$ cat src/pcwpc_pkg.sv
// Shared constants and types for the pedal cadence and wheel pulse counter.
// No dependencies.
package pcwpc_pkg;

    localparam int unsigned PRESCALE_W = 16;
    localparam int unsigned WINDOW_W   = 8;
    localparam int unsigned COUNT_W    = 8;
    localparam int unsigned CFG_IDX_W  = 1;
    localparam int unsigned CFG_DATA_W = 16;

    localparam logic [CFG_IDX_W-1:0] REG_PRESCALE_LIMIT = 1'd0;
    localparam logic [CFG_IDX_W-1:0] REG_WINDOW_TICKS   = 1'd1;

    localparam logic [PRESCALE_W-1:0] PRESCALE_RESET = 16'd1000;
    localparam logic [WINDOW_W-1:0]   WINDOW_RESET   = 8'd50;

    typedef logic [PRESCALE_W-1:0] t_time;
    typedef logic [COUNT_W-1:0]    t_count;

endpackage

$ cat src/pedal_cadence_and_wheel_pulse_counter_top.sv
// Top level of the pedal cadence and wheel pulse counter.
// Depends on pcwpc_pkg for widths, register indexes and reset values.
//
// Usage:
//   The input channel carries one sensor sample per beat: the pedal level,
//   the hall level and a tick flag. It is accepted at a rising edge where
//   i_in_valid is high and o_in_stall is low. Every accepted sample yields
//   exactly one result beat on the output channel, accepted where
//   o_out_valid is high and i_out_stall is low.
//   The sample updates the counter state and loads the output register
//   at the same edge, so the result is visible the cycle after acceptance.
//   Throughput is one sample per cycle while the receiver does not stall;
//   the state update is combinational: 16- and 8-bit increments and compares.
//   When the receiver stalls, the output register holds its beat and
//   o_in_stall rises, so no further sample is taken until the beat leaves.
//   A beat taken in the same cycle frees the register for the next sample.
//   Reset (i_rst_n low, synchronous) clears all counters and latched results,
//   empties the output register and loads prescale_limit with 1000 and
//   window_ticks with 50. Configuration writes go through i_cfg_we,
//   i_cfg_index and i_cfg_data and take effect at the next edge; they are
//   meant to happen only while the block is idle.
module pedal_cadence_and_wheel_pulse_counter_top (
    input  logic                            i_clk,
    input  logic                            i_rst_n,
    input  logic                            i_cfg_we,
    input  logic [pcwpc_pkg::CFG_IDX_W-1:0]  i_cfg_index,
    input  logic [pcwpc_pkg::CFG_DATA_W-1:0] i_cfg_data,
    input  logic                            i_in_valid,
    output logic                            o_in_stall,
    input  logic                            i_pedal_level,
    input  logic                            i_hall_level,
    input  logic                            i_tick,
    output logic                            o_out_valid,
    input  logic                            i_out_stall,
    output logic [pcwpc_pkg::COUNT_W-1:0]    o_pedal_result,
    output logic [pcwpc_pkg::COUNT_W-1:0]    o_wheel_result,
    output logic                            o_window_done
);
    import pcwpc_pkg::*;

    // Configuration registers.
    t_time                r_prescale_limit;
    logic [WINDOW_W-1:0]  r_window_ticks;

    // Sample-to-sample state.
    t_time  r_fine_count,  n_fine_count;
    t_time  r_coarse_count, n_coarse_count;
    t_time  r_low_time,    n_low_time;
    t_time  r_high_time,   n_high_time;
    logic   r_pedal_prev;
    logic   r_hall_prev;
    t_count r_pedal_run,   n_pedal_run;
    t_count r_wheel_run,   n_wheel_run;
    t_count r_tick_count,  n_tick_count;
    t_count r_pedal_latched, n_pedal_latched;
    t_count r_wheel_latched, n_wheel_latched;
    logic   n_done;

    // Output register.
    logic   r_out_valid;
    logic   r_done;

    logic   w_accept;
    t_time  w_fine_inc;
    t_time  w_coarse_step;
    t_count w_run_base;
    t_count w_tick_inc;

    // The output register can take a new beat when it is empty or its
    // current beat leaves in this cycle.
    assign o_in_stall = r_out_valid & i_out_stall;
    assign w_accept   = i_in_valid & ~o_in_stall;

    always_comb begin
        // Time base: the fine counter wraps past the limit and steps coarse.
        w_fine_inc    = r_fine_count + 16'd1;
        n_fine_count  = w_fine_inc;
        w_coarse_step = r_coarse_count;
        if (w_fine_inc > r_prescale_limit) begin
            n_fine_count  = '0;
            w_coarse_step = r_coarse_count + 16'd1;
        end
        n_coarse_count = w_coarse_step;

        // A pedal edge records the elapsed coarse time as low or high time,
        // restarts the time base and scores the cycle.
        n_low_time  = r_low_time;
        n_high_time = r_high_time;
        n_pedal_run = r_pedal_run;
        if (i_pedal_level != r_pedal_prev) begin
            if (i_pedal_level) begin
                n_low_time = w_coarse_step;
            end else begin
                n_high_time = w_coarse_step;
            end
            n_fine_count   = '0;
            n_coarse_count = '0;
            if (n_high_time >= n_low_time) begin
                n_pedal_run = r_pedal_run + 8'd1;
            end else begin
                n_pedal_run = '0;
            end
        end

        n_wheel_run = r_wheel_run;
        if (i_hall_level && !r_hall_prev) begin
            n_wheel_run = r_wheel_run + 8'd1;
        end

        // The window closes on the tick that brings the count to the limit;
        // it is applied after this sample's edges have been counted.
        w_run_base      = '0;
        w_tick_inc      = r_tick_count + 8'd1;
        n_tick_count    = r_tick_count;
        n_pedal_latched = r_pedal_latched;
        n_wheel_latched = r_wheel_latched;
        n_done          = 1'b0;
        if (i_tick) begin
            n_tick_count = w_tick_inc;
            if (w_tick_inc >= r_window_ticks) begin
                n_pedal_latched = n_pedal_run;
                n_wheel_latched = n_wheel_run;
                n_tick_count    = w_run_base;
                n_pedal_run     = w_run_base;
                n_wheel_run     = w_run_base;
                n_done          = 1'b1;
            end
        end
    end

    always_ff @(posedge i_clk) begin
        if (!i_rst_n) begin
            r_prescale_limit <= PRESCALE_RESET;
            r_window_ticks   <= WINDOW_RESET;
        end else if (i_cfg_we) begin
            case (i_cfg_index)
                REG_PRESCALE_LIMIT: r_prescale_limit <= i_cfg_data[PRESCALE_W-1:0];
                REG_WINDOW_TICKS:   r_window_ticks   <= i_cfg_data[WINDOW_W-1:0];
                default: begin
                end
            endcase
        end
    end

    always_ff @(posedge i_clk) begin
        if (!i_rst_n) begin
            r_fine_count    <= '0;
            r_coarse_count  <= '0;
            r_low_time      <= '0;
            r_high_time     <= '0;
            r_pedal_prev    <= 1'b0;
            r_hall_prev     <= 1'b0;
            r_pedal_run     <= '0;
            r_wheel_run     <= '0;
            r_tick_count    <= '0;
            r_pedal_latched <= '0;
            r_wheel_latched <= '0;
        end else if (w_accept) begin
            r_fine_count    <= n_fine_count;
            r_coarse_count  <= n_coarse_count;
            r_low_time      <= n_low_time;
            r_high_time     <= n_high_time;
            r_pedal_prev    <= i_pedal_level;
            r_hall_prev     <= i_hall_level;
            r_pedal_run     <= n_pedal_run;
            r_wheel_run     <= n_wheel_run;
            r_tick_count    <= n_tick_count;
            r_pedal_latched <= n_pedal_latched;
            r_wheel_latched <= n_wheel_latched;
        end
    end

    always_ff @(posedge i_clk) begin
        if (!i_rst_n) begin
            r_out_valid <= 1'b0;
        end else if (w_accept) begin
            r_out_valid <= 1'b1;
        end else if (!i_out_stall) begin
            r_out_valid <= 1'b0;
        end
    end

    always_ff @(posedge i_clk) begin
        if (w_accept) begin
            r_done <= n_done;
        end
    end

    // The result fields always show the latched counts, which only change
    // when a sample is accepted, so they hold while the output is stalled.
    assign o_out_valid    = r_out_valid;
    assign o_pedal_result = r_pedal_latched;
    assign o_wheel_result = r_wheel_latched;
    assign o_window_done  = r_done;

endmodule

$ cat config.mk
export PLATFORM = sky130hd
export DESIGN_NAME = pedal_cadence_and_wheel_pulse_counter_top
export DESIGN_NICKNAME = d
export VERILOG_FILES = /design/src/pcwpc_pkg.sv /design/src/pedal_cadence_and_wheel_pulse_counter_top.sv
export SDC_FILE = /design/constraint.sdc
export NUM_CORES = 1
export LEC_CHECK = 0
export CAP_MARGIN = 20
export CORE_MARGIN = 8
export CORE_UTILIZATION = 35
export CTS_BUF_LIST = sky130_fd_sc_hd__clkbuf_16
export DETAILED_ROUTE_END_ITERATION = 8
export DONT_BUFFER_PORTS = 1
export PLACE_DENSITY = 0.54
export SYNTH_ARGS = -nofsm -noshare
export SYNTH_HDL_FRONTEND = slang
export SYNTH_SLANG_ARGS = --single-unit
export TNS_END_PERCENT = 5
$ cat constraint.sdc
create_clock -name i_clk -period 14.45 [get_ports i_clk]
set_clock_uncertainty 0.05 [all_clocks]
set_input_delay 0.7225 -clock i_clk [delete_from_list [all_inputs] [get_ports i_clk]]
set_output_delay 0.7225 -clock i_clk [all_outputs]
set_load 0.03 [all_outputs]
==> summary.txt <==
Global routing
  – Vias in the first global route: 6059
  – Antenna violations before repair: 0
  – Total Routing Usage GR: 14.5%
  – Total gr overflow: 0
  – Global-route wire length before repair: 31200 microns
  – Largest net degree at the start of global routing: 63

Floorplan
  – IO Pins: 44
  – Chip Width: 161 microns
  – Core Region: 20900 sq um
  – Starting density of the core: 35.3%
  – Vert. Die Dim: 161 microns
  – FP Rows: 53
  – Die ar.: 26000 sq um

Clock tree
  – Total number of H-tree levels: 4
  – # clock sinks: 132
  – CTS tree: yes
  – Reg clk slew, reported paths: 60 ps
  – Root Buffer: clkbuf_16
  – CTS resizes: 0
  – Hold buffer count at cts: 0
  – Setup Fix Bufs, Post-CTS: 0
  – Worst skew pair latency: 420 ps
  – CTS max path bufs: 2
  – Num CTS Buffers: 17

Logic synthesis
  – Largest cells by area after synthesis: dfxtp_1, ha_1, nand2_1
  – Mapped Cells: 925
  – Yosys top cell by area: dfxtp_1
  – Cell variety after synth: 58
  – Async set or reset register ratio after synthesis: 0%
  – Post-synth EDFFs: 1
  – Synthesized area per cell: 7.98 sq um
  – Seq/Total Area, Yosys: 35.9%
  – Ys Warns: 0
  – Syn Nets: 995
  – Yosys top cell area share: 35.5%
  – Mapped cell area: 7380 sq um
  – #FFs+latches synth: 132
  – Most used DFF post-synth: dfxtp_1

STA
  – Max Freq: 145 MHz
  – Minimum clock period: 6900 ps
  – Final Hold Vio Count: 0
  – Worst relative slew slack: 28.4%
  – Setup tns final: 0 ps
  – Worst Max-Slew Pin Slew: 1070 ps
  – # setup viols final: 0
  – Hold slack: 372 ps
  – RSZ-0062 raised after global routing: no
  – Final period util: 47.7%
  – Max Slew Vio Count: 0

Flow run
  – Max Cap Viol: 0

Setup path
  – Slowest cell on crit path: a2111oi_2
  – Worst setup SP type: flip-flop
  – WS Path Type: reg2reg
  – CP max FO: 39
  – Cell Chain, Critical Path: ha_1 > nand3_1 > nor2_1 > and2_1 > xor2_1 > ha_1 > nand4_1 > nor3_1 > a2111oi_2 > a31o_2 > o21ai_0 > a31o_2 > ha_1 > nand2_1 > o21ai_0 > o21ai_0 > o211ai_1 > nand2_1 > o32ai_1
  – Reg2Reg Depth: 19
  – CP endpoint kind: flip-flop
  – Worst Path Required: 14720 ps
  – FF-to-FF End: o_pedal_result[5]
  – Reg-to-Reg Start: r_fine_count[0]
  – Flop2flop setup slack: 7550 ps
  – Slowest stage delay, CP: 980 ps
  – WP data arrival: 7170 ps

Layout
  – Final cell count without fillers: 1181
  – ANT cells: 0
  – Layout cells sized above 1: 6.29%
  – Commonest non-fill, non-tap cells in the layout: dfxtp_1, nand2_1, a21oi_1
  – Layout Area Growth over Synthesis: 10.1%
  – FILL cells: 2136
  – Commonest non-fill, non-tap cell in the layout: dfxtp_1
  – Fin nets: 964

Power and ir drop
  – Leakage: 2.93 nW
  – VDD IR-drop max: 0.0765 mV
  – Power Dens Cells: 107 nW/um^2

Placed design
  – DP HPWL: 12900 microns
  – Placed insts: 1150
  – GPL Wtd Cong: 0.810
  – Port Buffers: 0

Route
  – Routed met2 length: 9050 microns
  – Detail Route Antenna Nets: 0
  – Initial DRC Count: 379
  – Via count: 6450
  – DR pass1 iterations: 5
  – Met1 Wirelength: 8880 microns
  – Met3 wire length: 856 microns
  – Via density: 5.46
  – Max Used Layer: met4
  – Final wirelength: 18900 microns
  – DRC violations left: 0
  – DR WL/cell: 16.0 microns

Worst hold path
  – Hold Crit Endpoint: r_prescale_limit[9]
  – Hold path depth: 1
  – HP Start: i_rst_n
  – Hold/Removal Path Class: in2reg

Outcome
  – Status: completed
cells in the mapped netlist (all sizes together) (4+ instances only):
| cell | count |
|---|---|
| nand3b | 13 |
| o32ai | 6 |
| o21ai | 61 |
| or4 | 7 |
| nor2 | 74 |
| clkbuf | 51 |
| a311oi | 6 |
| nor3 | 14 |
| mux2i | 9 |
| and2 | 7 |
| a211oi | 11 |
| a31oi | 45 |
| a31o | 8 |
| a21oi | 79 |
| or3 | 7 |
| a32oi | 8 |
| buf | 9 |
| nand4 | 20 |
| xor2 | 13 |
| nand2 | 114 |
| nand3 | 25 |
| o211ai | 20 |
| and3 | 11 |
| nor2b | 4 |
| dfxtp | 131 |
| o22ai | 5 |
| xnor2 | 32 |
| ha | 45 |
| a21o | 11 |
| nand2b | 6 |
| inv | 37 |
cell families after synthesis:
kind of cell               Yosys count  synth area share, %
AOI/OAI and AO/OA                  280                 24.0
adders and majority gates           45                 7.63
DFF                                132                 35.9
buffers and inverters               97                 5.19
muxes                               12                 1.68
xor gates and xnor gates            45                 5.34
and+or+nand+nor                    314                 20.2
report_power, final:
part	internal (mW)	total, mW	switching (mW)
logic	0.0264	0.0750	0.0486
registers	0.375	0.382	0.00670
clock network	0.238	0.413	0.175
total	0.640	0.870	0.230
worst max path at each step:
stage	cells past startpoint	slack [ps]	start	endpoint
5_1_grt	19	6840	r_fine_count[0]	o_pedal_result[3]
3_5_place_dp	19	7560	r_fine_count[2]	o_pedal_result[4]
2_1_floorplan	21	9190	r_fine_count[0]	o_pedal_result[2]
4_1_cts	19	7540	r_fine_count[2]	o_pedal_result[4]
3_3_place_gp	19	7770	r_fine_count[2]	o_pedal_result[5]
6_report	19	7550	r_fine_count[0]	o_pedal_result[5]
flip-flops by register name (all words and copies together), names as in the netlist, 8 cells and up:
| signal | count |
|---|---|
| r_low_time | 16 |
| r_pedal_run | 8 |
| r_coarse_count | 16 |
| r_prescale_limit | 16 |
| r_fine_count | 16 |
| r_tick_count | 8 |
| r_wheel_run | 8 |
| o_wheel_result | 8 |
| o_pedal_result | 8 |
| r_window_ticks | 8 |
| r_high_time | 16 |
layer usage:
layer | GRT usage [%] | vias up
met5 | 0 | -
met4 | 3.54 | 0
met3 | 3.74 | 16
met2 | 24.8 | 99
met1 | 18.0 | 3040
li1 | - | 3295
worst max-delay path, delay by kind of cell (launching register included):
family | cells | cell delay, ps
adder cells (fa/ha/maj) | 3 | 810
AO/OA/AOI/OAI | 8 | 3930
XOR/XNOR | 1 | 160
AND/OR/NAND/NOR | 7 | 1400
flip-flops | 1 | 450
layout make-up:
| cell class | instances | area (sq um) | share of cell area [%] |
|---|---|---|---|
| clock buffers | 17 | 425 | 5.23 |
| inverters | 37 | 139 | 1.71 |
| repair buffers | 10 | 75.1 | 0.924 |
| multi-input cells | 696 | 4360 | 53.7 |
| clock inverters | 14 | 130 | 1.60 |
| well taps | 275 | 344 | 4.23 |
| flip-flops and latches | 132 | 2650 | 32.6 |
metrics by stage:
step / instance area [sq um] / power (mW) / worst slack [ps] / utilization [%]
floorplan: 7380 / 0.448 / 9190 / -
global placement: 7570 / 0.466 / 7770 / 36.3
detailed placement: 7570 / 0.465 / 7560 / 36.3
CTS: 8130 / 0.880 / 7540 / 38.9
global route: 8130 / 0.908 / 6840 / 38.9
finish: 8130 / 0.870 / 7550 / 38.9
Power figures use the tool's default switching activity.
